<file path="src/design/nstp_pkg.sv">
// Shared types and constants of the nested section trace profiler.
`default_nettype none

package nstp_pkg;

   localparam int PATH_DEPTH_DEFAULT  = 10;
   localparam int QUEUE_DEPTH_DEFAULT = 2;

   localparam int CSR_INDEX_WIDTH = 2;
   localparam logic [CSR_INDEX_WIDTH-1:0] CSR_FILTER_SECTION = 2'd0;
   localparam logic [CSR_INDEX_WIDTH-1:0] CSR_FILTER_ENABLE  = 2'd1;

   localparam logic [31:0] FILTER_SECTION_RESET = 32'd1010;
   localparam logic        FILTER_ENABLE_RESET  = 1'b1;

   localparam logic [31:0] ALL_ONES  = 32'hFFFF_FFFF;
   localparam logic [15:0] DEPTH_MAX = 16'hFFFF;

   localparam logic [1:0] KIND_ENTER  = 2'd0;
   localparam logic [1:0] KIND_LEAVE  = 2'd1;
   localparam logic [1:0] KIND_REPORT = 2'd2;

   typedef enum logic [1:0] {
      OP_ENTER,
      OP_LEAVE,
      OP_REPORT
   } op_type;

   typedef enum logic {
      BK_IDLE,
      BK_REPORT
   } back_state_type;

   // One classified request as it travels through the queue.
   typedef struct packed {
      op_type      op;
      logic        filter_hit;
      logic [31:0] timestamp;
      logic [31:0] section_id;
   } item_type;

   typedef struct packed {
      logic     valid;
      item_type item;
   } qslot_type;

endpackage

`default_nettype wire

</file>
<file path="src/design/nested_section_trace_profiler.sv">
// Top level of the nested section trace profiler.
//
//   channel  | direction | handshake           | payload
//   ---------+-----------+---------------------+------------------------------------
//   req_     | in        | req_valid/req_stall | kind, timestamp, section_id
//   rsp_     | out       | rsp_valid/rsp_stall | statistics, path entry, last
//   csr_     | in        | csr_valid/csr_ready | csr_index, csr_data
//
// Order: a request is written into the queue when it is accepted; the back
// end executes it from the queue head once its state machine is idle.
// A report yields max(1, min(deepest level, PATH_DEPTH)) results; its back end
// sequencer loads one result per cycle into the output register if not stalled.
// Reset: synchronous, clears control and statistics; path stores keep garbage
// until written. No clearing pass.
// Stalls: req_stall rises only when the request queue is full; rsp_stall
// holds the output register and pauses the report sequencer.
// CSR writes are taken every cycle (csr_ready is tied high).
`default_nettype none

module nested_section_trace_profiler #(
   parameter int PATH_DEPTH  = nstp_pkg::PATH_DEPTH_DEFAULT,
   parameter int QUEUE_DEPTH = nstp_pkg::QUEUE_DEPTH_DEFAULT
) (
   input  wire logic                                 clock,
   input  wire logic                                 reset,
   input  wire logic                                 req_valid,
   output logic                                      req_stall,
   input  wire logic [1:0]                           req_kind,
   input  wire logic [31:0]                          req_timestamp,
   input  wire logic [31:0]                          req_section_id,
   output logic                                      rsp_valid,
   input  wire logic                                 rsp_stall,
   output logic [15:0]                               rsp_deepest_level,
   output logic [31:0]                               rsp_entry_count,
   output logic [31:0]                               rsp_top_entry_count,
   output logic [31:0]                               rsp_cycle_total,
   output logic [31:0]                               rsp_cycle_longest,
   output logic [31:0]                               rsp_cycle_shortest,
   output logic [3:0]                                rsp_path_index,
   output logic [31:0]                               rsp_path_section,
   output logic                                      rsp_path_valid,
   output logic                                      rsp_last,
   input  wire logic                                 csr_valid,
   output logic                                      csr_ready,
   input  wire logic [nstp_pkg::CSR_INDEX_WIDTH-1:0] csr_index,
   input  wire logic [31:0]                          csr_data
);

   nstp_pkg::qslot_type push;   // front -> queue
   nstp_pkg::qslot_type head;   // queue -> back
   logic                queue_full;
   logic                pop;

   // front: accept, decode kind, match filter id against CSRs
   nstp_front u_front (
      .clock          (clock),
      .reset          (reset),
      .req_valid      (req_valid),
      .req_stall      (req_stall),
      .req_kind       (req_kind),
      .req_timestamp  (req_timestamp),
      .req_section_id (req_section_id),
      .csr_valid      (csr_valid),
      .csr_ready      (csr_ready),
      .csr_index      (csr_index),
      .csr_data       (csr_data),
      .queue_full     (queue_full),
      .push           (push)
   );

   // decoupling queue so a stalled report does not block the request side until the queue is full
   nstp_queue #(
      .QUEUE_DEPTH (QUEUE_DEPTH)
   ) u_queue (
      .clock (clock),
      .reset (reset),
      .push  (push),
      .full  (queue_full),
      .head  (head),
      .pop   (pop)
   );

   // back: depth/capture tracking, statistics, report output
   nstp_back #(
      .PATH_DEPTH (PATH_DEPTH)
   ) u_back (
      .clock               (clock),
      .reset               (reset),
      .head                (head),
      .pop                 (pop),
      .rsp_valid           (rsp_valid),
      .rsp_stall           (rsp_stall),
      .rsp_deepest_level   (rsp_deepest_level),
      .rsp_entry_count     (rsp_entry_count),
      .rsp_top_entry_count (rsp_top_entry_count),
      .rsp_cycle_total     (rsp_cycle_total),
      .rsp_cycle_longest   (rsp_cycle_longest),
      .rsp_cycle_shortest  (rsp_cycle_shortest),
      .rsp_path_index      (rsp_path_index),
      .rsp_path_section    (rsp_path_section),
      .rsp_path_valid      (rsp_path_valid),
      .rsp_last            (rsp_last)
   );

   // an empty report is always a single, final result
   a_empty_is_last: assert property (@(posedge clock) disable iff (reset)
      rsp_valid && !rsp_path_valid |-> rsp_last)
      else $error("empty report result without last");

   // a recorded path entry lies below the reported deepest level
   a_index_in_level: assert property (@(posedge clock) disable iff (reset)
      rsp_valid && rsp_path_valid |-> rsp_deepest_level > 16'(rsp_path_index))
      else $error("path index beyond deepest level");

   // report results follow back to back with the next path index
   a_report_sequence: assert property (@(posedge clock) disable iff (reset)
      rsp_valid && !rsp_stall && !rsp_last |=>
         rsp_valid && (rsp_path_index == $past(rsp_path_index) + 4'd1))
      else $error("report sequence broken");

   // once a nonzero duration was seen, shortest never exceeds longest
   a_min_max: assert property (@(posedge clock) disable iff (reset)
      rsp_valid && (rsp_cycle_longest != 32'd0) |-> rsp_cycle_shortest <= rsp_cycle_longest)
      else $error("shortest duration above longest");

endmodule

`default_nettype wire

</file>
<file path="src/design/nstp_front.sv">
// Front end: request acceptance, kind decode, filter match and CSR registers.
`default_nettype none

module nstp_front (
   input  wire logic                                 clock,
   input  wire logic                                 reset,
   input  wire logic                                 req_valid,
   output logic                                      req_stall,
   input  wire logic [1:0]                           req_kind,
   input  wire logic [31:0]                          req_timestamp,
   input  wire logic [31:0]                          req_section_id,
   input  wire logic                                 csr_valid,
   output logic                                      csr_ready,
   input  wire logic [nstp_pkg::CSR_INDEX_WIDTH-1:0] csr_index,
   input  wire logic [31:0]                          csr_data,
   input  wire logic                                 queue_full,
   output nstp_pkg::qslot_type                       push
);

   logic [31:0]      filter_section_ff, filter_section_in;
   logic             filter_enable_ff, filter_enable_in;
   logic             known;
   nstp_pkg::op_type op;

   assign csr_ready = 1'b1;

   always_comb begin
      filter_section_in = filter_section_ff;
      filter_enable_in  = filter_enable_ff;
      if (csr_valid) begin
         case (csr_index)
            nstp_pkg::CSR_FILTER_SECTION: filter_section_in = csr_data;
            nstp_pkg::CSR_FILTER_ENABLE:  filter_enable_in  = csr_data[0];
            default: ;
         endcase
      end
   end

   always_ff @(posedge clock) begin
      if (reset) begin
         filter_section_ff <= nstp_pkg::FILTER_SECTION_RESET;
         filter_enable_ff  <= nstp_pkg::FILTER_ENABLE_RESET;
      end else begin
         filter_section_ff <= filter_section_in;
         filter_enable_ff  <= filter_enable_in;
      end
   end

   // unused kind code is accepted and dropped
   always_comb begin
      known = 1'b1;
      op    = nstp_pkg::OP_ENTER;
      case (req_kind)
         nstp_pkg::KIND_ENTER:  op = nstp_pkg::OP_ENTER;
         nstp_pkg::KIND_LEAVE:  op = nstp_pkg::OP_LEAVE;
         nstp_pkg::KIND_REPORT: op = nstp_pkg::OP_REPORT;
         default:               known = 1'b0;
      endcase
   end

   assign req_stall = queue_full;

   always_comb begin
      push.valid           = req_valid && known && !queue_full;
      push.item.op         = op;
      push.item.filter_hit = filter_enable_ff && (req_section_id == filter_section_ff);
      push.item.timestamp  = req_timestamp;
      push.item.section_id = req_section_id;
   end

endmodule

`default_nettype wire

</file>
<file path="src/design/nstp_queue.sv">
// Short FIFO of classified requests between front and back end.
`default_nettype none

module nstp_queue #(
   parameter int QUEUE_DEPTH = nstp_pkg::QUEUE_DEPTH_DEFAULT
) (
   input  wire logic                 clock,
   input  wire logic                 reset,
   input  wire nstp_pkg::qslot_type  push,
   output logic                      full,
   output nstp_pkg::qslot_type       head,
   input  wire logic                 pop
);

   localparam int PW = (QUEUE_DEPTH > 1) ? $clog2(QUEUE_DEPTH) : 1;
   localparam int CW = $clog2(QUEUE_DEPTH + 1);
   localparam logic [PW-1:0] PTR_LAST = PW'(QUEUE_DEPTH - 1);
   localparam logic [CW-1:0] CNT_FULL = CW'(QUEUE_DEPTH);

   nstp_pkg::item_type slot_ff [QUEUE_DEPTH];
   logic [PW-1:0]      wr_ptr_ff, wr_ptr_in;
   logic [PW-1:0]      rd_ptr_ff, rd_ptr_in;
   logic [CW-1:0]      count_ff, count_in;
   logic               do_push, do_pop;

   assign full    = (count_ff == CNT_FULL);
   assign do_push = push.valid && !full;
   assign do_pop  = pop && (count_ff != '0);

   assign head.valid = (count_ff != '0);
   assign head.item  = slot_ff[rd_ptr_ff];

   always_comb begin
      wr_ptr_in = wr_ptr_ff;
      rd_ptr_in = rd_ptr_ff;
      count_in  = count_ff;
      if (do_push) begin
         wr_ptr_in = (wr_ptr_ff == PTR_LAST) ? '0 : wr_ptr_ff + PW'(1);
      end
      if (do_pop) begin
         rd_ptr_in = (rd_ptr_ff == PTR_LAST) ? '0 : rd_ptr_ff + PW'(1);
      end
      if (do_push && !do_pop) begin
         count_in = count_ff + CW'(1);
      end else if (do_pop && !do_push) begin
         count_in = count_ff - CW'(1);
      end
   end

   always_ff @(posedge clock) begin
      if (reset) begin
         wr_ptr_ff <= '0;
         rd_ptr_ff <= '0;
         count_ff  <= '0;
      end else begin
         wr_ptr_ff <= wr_ptr_in;
         rd_ptr_ff <= rd_ptr_in;
         count_ff  <= count_in;
      end
   end

   always_ff @(posedge clock) begin
      if (do_push) begin
         slot_ff[wr_ptr_ff] <= push.item;
      end
   end

endmodule

`default_nettype wire

</file>
<file path="src/design/nstp_back.sv">
// Back end: nesting/capture tracking, statistics and report sequencing.
`default_nettype none

module nstp_back #(
   parameter int PATH_DEPTH = nstp_pkg::PATH_DEPTH_DEFAULT
) (
   input  wire logic                clock,
   input  wire logic                reset,
   input  wire nstp_pkg::qslot_type head,
   output logic                     pop,
   output logic                     rsp_valid,
   input  wire logic                rsp_stall,
   output logic [15:0]              rsp_deepest_level,
   output logic [31:0]              rsp_entry_count,
   output logic [31:0]              rsp_top_entry_count,
   output logic [31:0]              rsp_cycle_total,
   output logic [31:0]              rsp_cycle_longest,
   output logic [31:0]              rsp_cycle_shortest,
   output logic [3:0]               rsp_path_index,
   output logic [31:0]              rsp_path_section,
   output logic                     rsp_path_valid,
   output logic                     rsp_last
);

   localparam int IW = (PATH_DEPTH > 1) ? $clog2(PATH_DEPTH) : 1;
   localparam logic [15:0] PD16 = 16'(PATH_DEPTH);

   nstp_pkg::back_state_type state_ff, state_in;

   logic [15:0] depth_ff, depth_in;
   logic [15:0] base_ff, base_in;
   logic        capturing_ff, capturing_in;
   logic [31:0] start_ff, start_in;
   logic [15:0] deepest_ff, deepest_in;
   logic [31:0] entries_ff, entries_in;
   logic [31:0] top_ff, top_in;
   logic [31:0] sum_ff, sum_in;
   logic [31:0] max_ff, max_in;
   logic [31:0] min_ff, min_in;
   logic [31:0] current_path_ff [PATH_DEPTH];
   logic [31:0] current_path_in [PATH_DEPTH];
   logic [31:0] deepest_path_ff [PATH_DEPTH];
   logic [31:0] deepest_path_in [PATH_DEPTH];
   logic [IW-1:0] k_ff, k_in;

   logic        out_valid_ff, out_valid_in;
   logic [15:0] out_level_ff;
   logic [31:0] out_entries_ff, out_top_ff, out_sum_ff, out_max_ff, out_min_ff;
   logic [3:0]  out_index_ff;
   logic [31:0] out_section_ff;
   logic        out_pvalid_ff, out_last_ff;

   logic        do_enter, do_leave, load, clear;
   logic        starting, ends;
   logic [15:0] base_eff, rel, lvl;
   logic [31:0] dur;
   logic [15:0] n16, count16, k16;
   logic        is_last;
   logic [31:0] path_word;

   // enter datapath
   assign starting = head.item.filter_hit && !capturing_ff;
   assign base_eff = starting ? depth_ff : base_ff;
   assign rel      = depth_ff - base_eff;
   assign lvl      = (rel == nstp_pkg::DEPTH_MAX) ? nstp_pkg::DEPTH_MAX : rel + 16'd1;

   // leave datapath
   assign ends = capturing_ff && (depth_ff != 16'd0) && ((depth_ff - 16'd1) == base_ff);
   assign dur  = head.item.timestamp - start_ff;

   // report sequencing
   assign n16       = (deepest_ff < PD16) ? deepest_ff : PD16;
   assign count16   = (n16 == 16'd0) ? 16'd1 : n16;
   assign k16       = 16'(k_ff);
   assign is_last   = ((k16 + 16'd1) == count16);
   assign path_word = (n16 != 16'd0) ? deepest_path_ff[k_ff] : 32'd0;

   // next state
   always_comb begin
      state_in = state_ff;
      case (state_ff)
         nstp_pkg::BK_IDLE: begin
            if (head.valid && head.item.op == nstp_pkg::OP_REPORT) begin
               state_in = nstp_pkg::BK_REPORT;
            end
         end
         nstp_pkg::BK_REPORT: begin
            if (load && is_last) begin
               state_in = nstp_pkg::BK_IDLE;
            end
         end
         default: state_in = nstp_pkg::BK_IDLE;
      endcase
   end

   // control outputs
   always_comb begin
      pop   = 1'b0;
      load  = 1'b0;
      case (state_ff)
         nstp_pkg::BK_IDLE:   pop  = head.valid;
         nstp_pkg::BK_REPORT: load = !out_valid_ff || !rsp_stall;
         default: ;
      endcase
   end

   assign do_enter = pop && (head.item.op == nstp_pkg::OP_ENTER);
   assign do_leave = pop && (head.item.op == nstp_pkg::OP_LEAVE);
   assign clear    = load && is_last;

   always_comb begin
      depth_in        = depth_ff;
      base_in         = base_ff;
      capturing_in    = capturing_ff;
      start_in        = start_ff;
      deepest_in      = deepest_ff;
      entries_in      = entries_ff;
      top_in          = top_ff;
      sum_in          = sum_ff;
      max_in          = max_ff;
      min_in          = min_ff;
      current_path_in = current_path_ff;
      deepest_path_in = deepest_path_ff;
      k_in            = k_ff;

      if (do_enter) begin
         if (depth_ff != nstp_pkg::DEPTH_MAX) begin
            depth_in = depth_ff + 16'd1;
         end
         if (starting) begin
            base_in      = depth_ff;
            capturing_in = 1'b1;
         end
         if (starting || capturing_ff) begin
            if (rel < PD16) begin
               current_path_in[rel[IW-1:0]] = head.item.section_id;
            end
            if (rel == 16'd0) begin
               start_in = head.item.timestamp;
               top_in   = top_ff + 32'd1;
            end
            entries_in = entries_ff + 32'd1;
            if (lvl > deepest_ff) begin
               deepest_in = lvl;
               // snapshot includes the id written this cycle
               for (int i = 0; i < PATH_DEPTH; i++) begin
                  if (16'(i) < lvl) begin
                     deepest_path_in[i] = (16'(i) == rel) ? head.item.section_id
                                                          : current_path_ff[i];
                  end
               end
            end
         end
      end

      if (do_leave) begin
         if (ends) begin
            sum_in       = sum_ff + dur;
            capturing_in = 1'b0;
            if (dur > max_ff) begin
               max_in = dur;
            end
            if (dur < min_ff) begin
               min_in = dur;
            end
         end
         if (depth_ff != 16'd0) begin
            depth_in = depth_ff - 16'd1;
         end
      end

      if (pop && head.item.op == nstp_pkg::OP_REPORT) begin
         k_in = '0;
      end else if (load && !is_last) begin
         k_in = k_ff + IW'(1);
      end

      if (clear) begin
         deepest_in = 16'd0;
         entries_in = 32'd0;
         top_in     = 32'd0;
         sum_in     = 32'd0;
         max_in     = 32'd0;
         min_in     = nstp_pkg::ALL_ONES;
      end
   end

   always_comb begin
      out_valid_in = out_valid_ff;
      if (load) begin
         out_valid_in = 1'b1;
      end else if (!rsp_stall) begin
         out_valid_in = 1'b0;
      end
   end

   always_ff @(posedge clock) begin
      if (reset) begin
         state_ff     <= nstp_pkg::BK_IDLE;
         depth_ff     <= 16'd0;
         base_ff      <= 16'd0;
         capturing_ff <= 1'b0;
         start_ff     <= 32'd0;
         deepest_ff   <= 16'd0;
         entries_ff   <= 32'd0;
         top_ff       <= 32'd0;
         sum_ff       <= 32'd0;
         max_ff       <= 32'd0;
         min_ff       <= nstp_pkg::ALL_ONES;
         k_ff         <= '0;
         out_valid_ff <= 1'b0;
      end else begin
         state_ff     <= state_in;
         depth_ff     <= depth_in;
         base_ff      <= base_in;
         capturing_ff <= capturing_in;
         start_ff     <= start_in;
         deepest_ff   <= deepest_in;
         entries_ff   <= entries_in;
         top_ff       <= top_in;
         sum_ff       <= sum_in;
         max_ff       <= max_in;
         min_ff       <= min_in;
         k_ff         <= k_in;
         out_valid_ff <= out_valid_in;
      end
   end

   // path stores and result payload: no reset
   always_ff @(posedge clock) begin
      current_path_ff <= current_path_in;
      deepest_path_ff <= deepest_path_in;
      if (load) begin
         out_level_ff   <= deepest_ff;
         out_entries_ff <= entries_ff;
         out_top_ff     <= top_ff;
         out_sum_ff     <= sum_ff;
         out_max_ff     <= max_ff;
         out_min_ff     <= min_ff;
         out_index_ff   <= (n16 != 16'd0) ? k16[3:0] : 4'd0;
         out_section_ff <= path_word;
         out_pvalid_ff  <= (n16 != 16'd0);
         out_last_ff    <= is_last;
      end
   end

   assign rsp_valid           = out_valid_ff;
   assign rsp_deepest_level   = out_level_ff;
   assign rsp_entry_count     = out_entries_ff;
   assign rsp_top_entry_count = out_top_ff;
   assign rsp_cycle_total     = out_sum_ff;
   assign rsp_cycle_longest   = out_max_ff;
   assign rsp_cycle_shortest  = out_min_ff;
   assign rsp_path_index      = out_index_ff;
   assign rsp_path_section    = out_section_ff;
   assign rsp_path_valid      = out_pvalid_ff;
   assign rsp_last            = out_last_ff;

endmodule

`default_nettype wire
</file>
<file path="config.mk">
export PLATFORM = sky130hd
export DESIGN_NAME = nested_section_trace_profiler
export DESIGN_NICKNAME = d
export VERILOG_FILES = /design/src/design/nstp_pkg.sv /design/src/design/nested_section_trace_profiler.sv /design/src/design/nstp_front.sv /design/src/design/nstp_queue.sv /design/src/design/nstp_back.sv
export SDC_FILE = /design/constraint.sdc
export NUM_CORES = 2
export LEC_CHECK = 0
export BUFFER_PORTS_ARGS = -buffer_cell sky130_fd_sc_hd__buf_2
export CAP_MARGIN = 20
export CORE_MARGIN = 5
export CORE_UTILIZATION = 55
export CTS_BUF_LIST = sky130_fd_sc_hd__clkbuf_16
export DETAILED_ROUTE_END_ITERATION = 12
export GPL_TIMING_DRIVEN = 1
export HOLD_SLACK_MARGIN = 0.12
export PLACE_DENSITY = 0.76
export SLEW_MARGIN = 20
export SYNTH_ARGS = -nofsm -noshare
export SYNTH_HDL_FRONTEND = slang
export SYNTH_SLANG_ARGS = --single-unit
</file>
<file path="constraint.sdc">
create_clock -name clock -period 20.3 [get_ports clock]
set_input_delay 1.015 -clock clock [delete_from_list [all_inputs] [get_ports clock]]
set_output_delay 1.015 -clock clock [all_outputs]
set_load 0.01 [all_outputs]
</file>
**Yosys cells after proc, flatten, opt, wreduce, memory -nomap -nowiden**

Memories as Yosys holds them, arrays and structs flattened. A register that Yosys moved wholly into a read port is not among the register bits.
Index checks and enable logic that the tools add are counted.

- Memories: 1
- Memory bits (read-only): 0
- Register bits: 1138
- Input port bits: 105
- Memory bits (writable): 134
- Logic and storage cells: 207
- Output and inout port bits: 217
- Latch bits: 0

- Shift operators: 0
- Multiplexer cells: 45
- Reduce and logical (&&, ||, !) cells: 57
- $add $sub $neg: 14
- Eq/ne operators: 21
- Multipliers: 0
- $lt $le $gt $ge: 18
- Bitwise gates (word level): 3
- Div/mod/pow operators: 0

Memory list:

| name | depth | width | read ports | clocked after Yosys merged registers in | write ports | line | RTL |
|---|---|---|---|---|---|---|---|
| u_queue.slot_ff | 2 | 67 | 1 | 1 | 1 | nstp_queue.sv:20 | `nstp_pkg::item_type slot_ff [QUEUE_DEPTH];` |

Operators by type and width:

| kind | count |
|---|---|
| $mux W32 | 13 |
| $bwmux W320 | 1 |
| $bmux W32 S4 | 1 |
| $demux W32 S4 | 1 |
| $mux W16 | 8 |
| $add A32 B1 Y32 const B | 2 |
| $eq A3 B16 Y1 const A | 4 |
| $lt A3 B16 Y1 const A | 4 |
| $reduce_and A4 Y1 | 10 |
| $add A16 B1 Y16 const B | 2 |
| $add A32 B32 Y32 | 1 |
| $eq A16 B16 Y1 | 2 |
| $eq A2 B16 Y1 const A | 2 |
| $eq A32 B32 Y1 | 1 |
| $eq A4 B16 Y1 const A | 2 |
| $gt A32 B32 Y1 | 1 |
| $logic_not A16 Y1 | 2 |
| $lt A1 B16 Y1 const A | 2 |
| $lt A16 B4 Y1 const B | 2 |
| $lt A2 B16 Y1 const A | 2 |
| $lt A32 B32 Y1 | 1 |
| $lt A4 B16 Y1 const A | 2 |
| $reduce_bool A16 Y1 | 2 |
| $sub A32 B32 Y32 | 1 |
| 31 further kinds | 89 |

**Logic depth before layout (Yosys ltp)**

- Depth after elaboration: 10
- Depth in mapped cells: 34
- Mapped depth without buffers: 29

**Cells and area by module**

From an unflattened synthesis, not the netlist that was laid out.

- Cells, all modules: 4191
- Area, all modules: 56651.8 sq um

By module, submodules not included:

| module | cells each | sequential area each (sq um) | instances | area each (sq um) |
|---|---|---|---|---|
| nstp_back | 3699 | 30589.3 | 1 | 49535.0 |
| nstp_queue | 233 | 4124.0 | 1 | 5054.8 |
| nstp_front | 259 | 660.6 | 1 | 2062.0 |

**Worst setup path after synthesis**

No wires, ideal clock.

- Kind: input port to flip-flop
- Start point: input port rsp_stall
- End point: register u_back.min_ff[28]
- Arrival: 19585 ps
- Buffers on the path: 2
- Stages on the path: 5
- Path slack: 636 ps
- Setup time: 79 ps
- Required time: 20221 ps
- Path through: a21boi_0 -> a21oi_1 -> clkbuf_1 -> clkbuf_1 -> o211ai_1

- Longest elaborated chain between the ends: 5

RTL lines:

| element | line | RTL |
|---|---|---|
| from (decl) | nested_section_trace_profiler.sv:32 | `input wire logic rsp_stall,` |
| $logic_not A1 Y1 | nstp_back.sv:102 | `nstp_pkg::BK_REPORT: load = !out_valid_ff \|\| !rsp_stall;` |
| $logic_or A1 B1 Y1 | nstp_back.sv:102 |  |
| $mux W1 | nstp_back.sv:100 | `case (state_ff)` |
| $logic_and A1 B1 Y1 | nstp_back.sv:109 | `assign clear = load && is_last;` |
| $reduce_or A2 Y1 (no line) | n/a |  |
| to (signal assigned) | nstp_back.sv:209 | `min_ff <= nstp_pkg::ALL_ONES;` |
| to (signal assigned) | nstp_back.sv:223 | `min_ff <= min_in;` |
| to (decl) | nstp_back.sv:39 | `logic [31:0] min_ff, min_in;` |

No other way between the ends.
A chain may end at the register's enable or synchronous reset.

==> results_dict.tcl <==
set metrics [dict create \
    finalSetupViolCount 0 \
    grt_pass1_wl_mm 211 \
    crit_cells 32 \
    arrival_ns 9.32 \
    power_density_mw_per_mm2 147 \
    r2r_cells 32 \
    mostFrequentLayoutCells "988 x edfxtp_1, 511 x nor2_1, 351 x a21oi_1, 338 x nand2_1, 319 x buf_2" \
    ys_seq_area_share_pct 64.1 \
    place_hpwl_mm 88.8 \
    path_clk_slew_ns 0.06 \
    postCtsSetupRepairBufs 0 \
    wl_met2_mm 66.6 \
    htree_levels 4 \
    critPathMaxStageDelay_ns 0.88 \
    min_period_over_period_pct 44.1 \
    max_freq_ghz 0.112 \
    synth_area_sq_mm 0.0552 \
    min_to "u_back.rsp_cycle_shortest[10]" \
    wirelength_mm 140 \
    hold_depth 0 \
    die_w_um 327 \
    cp_num_buf_inv 5 \
    post-route-util_pct 62.9 \
    startpoint_type "flip-flop" \
    vias 36500 \
    cap_violations 0 \
    ys.flop_type "edfxtp_1" \
    path_class "reg -> reg" \
    wl_met3_mm 12.8 \
    worst_pin_slew_ns 1.13 \
    wire_per_inst_um 22.9 \
    clk_latency_ns 0.75 \
    r2r_slack_ns 11.35 \
    die_area_sq_mm 0.107 \
    hold_violations 0 \
    drt-pass1-iter-count 6 \
    grt-ovfl-total 0 \
    avgSynthCellArea_sq_um 12.5 \
    timing.rr.end "u_back.deepest_path_ff[123]" \
    cpMostUsedCell "o21a_1" \
    drt-met1-wl_mm 56.9 \
    slew_viol_final 0 \
    multiInputGateArea_sq_mm 0.0184 \
    ir_drop_mv 0.197 \
    power_leakage_nw 22.7 \
    ys.warnings.count 0 \
    final_common_cell "edfxtp_1" \
    syn_nets 4674 \
    place.gp.congestion 0.870 \
    postCtsResizedCells 0 \
    postRouteAntennaNets 0 \
    drive_gt1_share_pct 16.6 \
    ys_ff_latch 1273 \
    rows 116 \
    worstPathRequired_ns 20.67 \
    grt_max_degree 129 \
    numCtsBuffers 130 \
    drc 0 \
    io_pins 322 \
    relSlewSlack_pct 24.6 \
    grt_pass1_vias 35200 \
    via_per_inst 5.97 \
    port_buffers 320 \
    final_nets 4974 \
    track_usage_pct 25.6 \
    synth_cells 4406 \
    dr.first_iter.drc_count 4239 \
    clkSinkCount 1273 \
    rsz0062_at_grt "no" \
    cts_tree "built" \
    initial_core_util_pct 55.3 \
    fin_ws_ns 11.35 \
    synthToLayoutAreaGrowth_pct 13.8 \
    crit_slowest_cell "nand3_1" \
    path_max_fanout 32 \
    ctsHoldBuffers 0 \
    top_layer "met5" \
    antenna_found_initial 7 \
    hold_path.class "reg -> reg" \
    synth_cell_types 84 \
    seqCellArea_sq_mm 0.0354 \
    n_fill_cell 7334 \
    worstSetupEndpointType "flip-flop" \
    pre_cts_ws_ns 11.49 \
    synth-async-reset-ratio_pct 0 \
    fin_crit_ns 8.95 \
    fin_worst_skew_ns 0.0545 \
    outcome "complete, no violations" \
    core_area_sq_mm 0.0999 \
    fp.dieH_um 327 \
    synth_edf_count 988 \
    cts_root_buffer "clkbuf_16" \
    cts_buffer_depth 3 \
    setup_tns_ns 0 \
    hold_start "u_back.min_ff[10]" \
    cpLargestDelayFamily "simple AND/OR/NAND/NOR gates" \
]
-- worst max path at each step --
stage	start	end	slack, ns
CTS	flip-flop	u_back.deepest_path_ff[123]	11.42
global route	flip-flop	u_back.deepest_path_ff[119]	10.81
detailed placement	flip-flop	u_back.deepest_path_ff[118]	11.49
global placement	flip-flop	u_back.deepest_path_ff[114]	11.58
floorplan	rsp_stall	u_back.min_ff[28]	0.64
finish	flip-flop	u_back.deepest_path_ff[123]	11.35
-- final cells by class --
type | instances | area share (%)
Antenna cell | 4 | 0.0159
Clock buffer | 131 | 5.22
Clock inverter | 110 | 1.73
Inverter | 178 | 1.06
Multi-Input combinational cell | 2709 | 29.4
Sequential cell | 1273 | 56.3
Tap cell | 1298 | 2.58
Timing Repair Buffer | 414 | 3.70
-- worst register-to-register path, delay by kind of cell, from the launching register on --
family / cells / cell delay [ns]
AND/OR/NAND/NOR: 10 / 3.35
AO/OA/AOI/OAI: 12 / 1.97
buffers and inverters: 5 / 1.29
adder cells (fa/ha/maj): 3 / 0.77
flip-flops: 1 / 0.63
multiplexers: 1 / 0.41
XOR/XNOR: 1 / 0.20
-- sequential cells by signal, indices dropped and copies added (netlist names), 2 cells and up, named ones only --
name                        cells
u_back.start_ff                32
u_back.entries_ff              32
u_back.k_ff                     4
u_back.rsp_entry_count         32
u_back.max_ff                  32
u_queue.slot_ff               134
u_back.rsp_path_index           4
u_back.min_ff                  32
u_back.rsp_cycle_shortest      32
u_back.rsp_cycle_longest       32
u_back.rsp_top_entry_count     32
u_back.top_ff                  32
u_front.filter_section_ff      32
u_back.base_ff                 16
u_back.current_path_ff        320
u_back.rsp_deepest_level       16
u_back.rsp_cycle_total         32
u_back.depth_ff                16
u_queue.count_ff                2
u_back.sum_ff                  32
u_back.deepest_path_ff        320
u_back.rsp_path_section        32
u_back.deepest_ff              16
-- cells in the mapped netlist, types with 30 or more instances --
library cell | number | area (sq um)
edfxtp_1 | 988 | 29700
nor2_1 | 514 | 1930
a21oi_1 | 356 | 1780
nand2_1 | 338 | 1270
dfxtp_1 | 285 | 5710
clkbuf_1 | 179 | 672
inv_1 | 177 | 664
ha_1 | 160 | 2000
o21ai_0 | 154 | 771
mux2i_1 | 152 | 1520
xnor2_1 | 124 | 1090
xor2_1 | 84 | 736
mux4_2 | 64 | 1440
nand3_1 | 57 | 285
and2_1 | 56 | 350
o211ai_1 | 50 | 375
a21o_1 | 49 | 368
nor3_1 | 46 | 230
nand4_1 | 44 | 275
o22ai_1 | 37 | 231
nor2b_1 | 36 | 225
buf_2 | 33 | 165
mux2_2 | 33 | 372
nand2b_1 | 32 | 200
a211oi_2 | 30 | 375
-- power breakdown --
group	internal, W	leakage (nW)	switching [W]
registers	0.00331	11.2	0.000163
logic	0.00118	9.31	0.00215
clock network	0.00136	2.20	0.00104
total	0.00585	22.7	0.00336
-- metal layers --
| metal | up-vias | global-route usage [%] |
|---|---|---|
| met5 | - | 0 |
| met2 | 1825 | 41.7 |
| li1 | 16700 | - |
| met1 | 17800 | 35.5 |
| met3 | 238 | 4.76 |
| met4 | 4 | 7.48 |
-- kinds of logic (layout without fill, tap and decap cells) --
family                   count (synthesis)  in the layout  share of synthesized area, %
other                                    1              5                       0.00679
flip-flops                            1273           1273                          64.1
XOR/XNOR                               208            208                          3.30
multiplexers                           250            250                          6.08
buffers and inverters                  424            833                          3.02
AND/OR/NAND/NOR                       1253           1253                          10.3
adder cells (fa/ha/maj)                163            163                          3.74
AO/OA/AOI/OAI                          834            834                          9.43
-- through the flow --
stage / instances / area, sq um / power, W / hold WS [ns]
6_report: 6117 / 62800 / 0.00921 / 0.436
5_1_grt: 6115 / 62800 / 0.00970 / 0.435
2_1_floorplan: 4406 / 55200 / 0.00582 / 0.408
4_1_cts: 6112 / 62800 / 0.00922 / 0.423
3_3_place_gp: 5871 / 58400 / 0.00674 / 0.416
3_5_place_dp: 5871 / 58400 / 0.00681 / 0.417
Power figures use the tool's default switching activity.
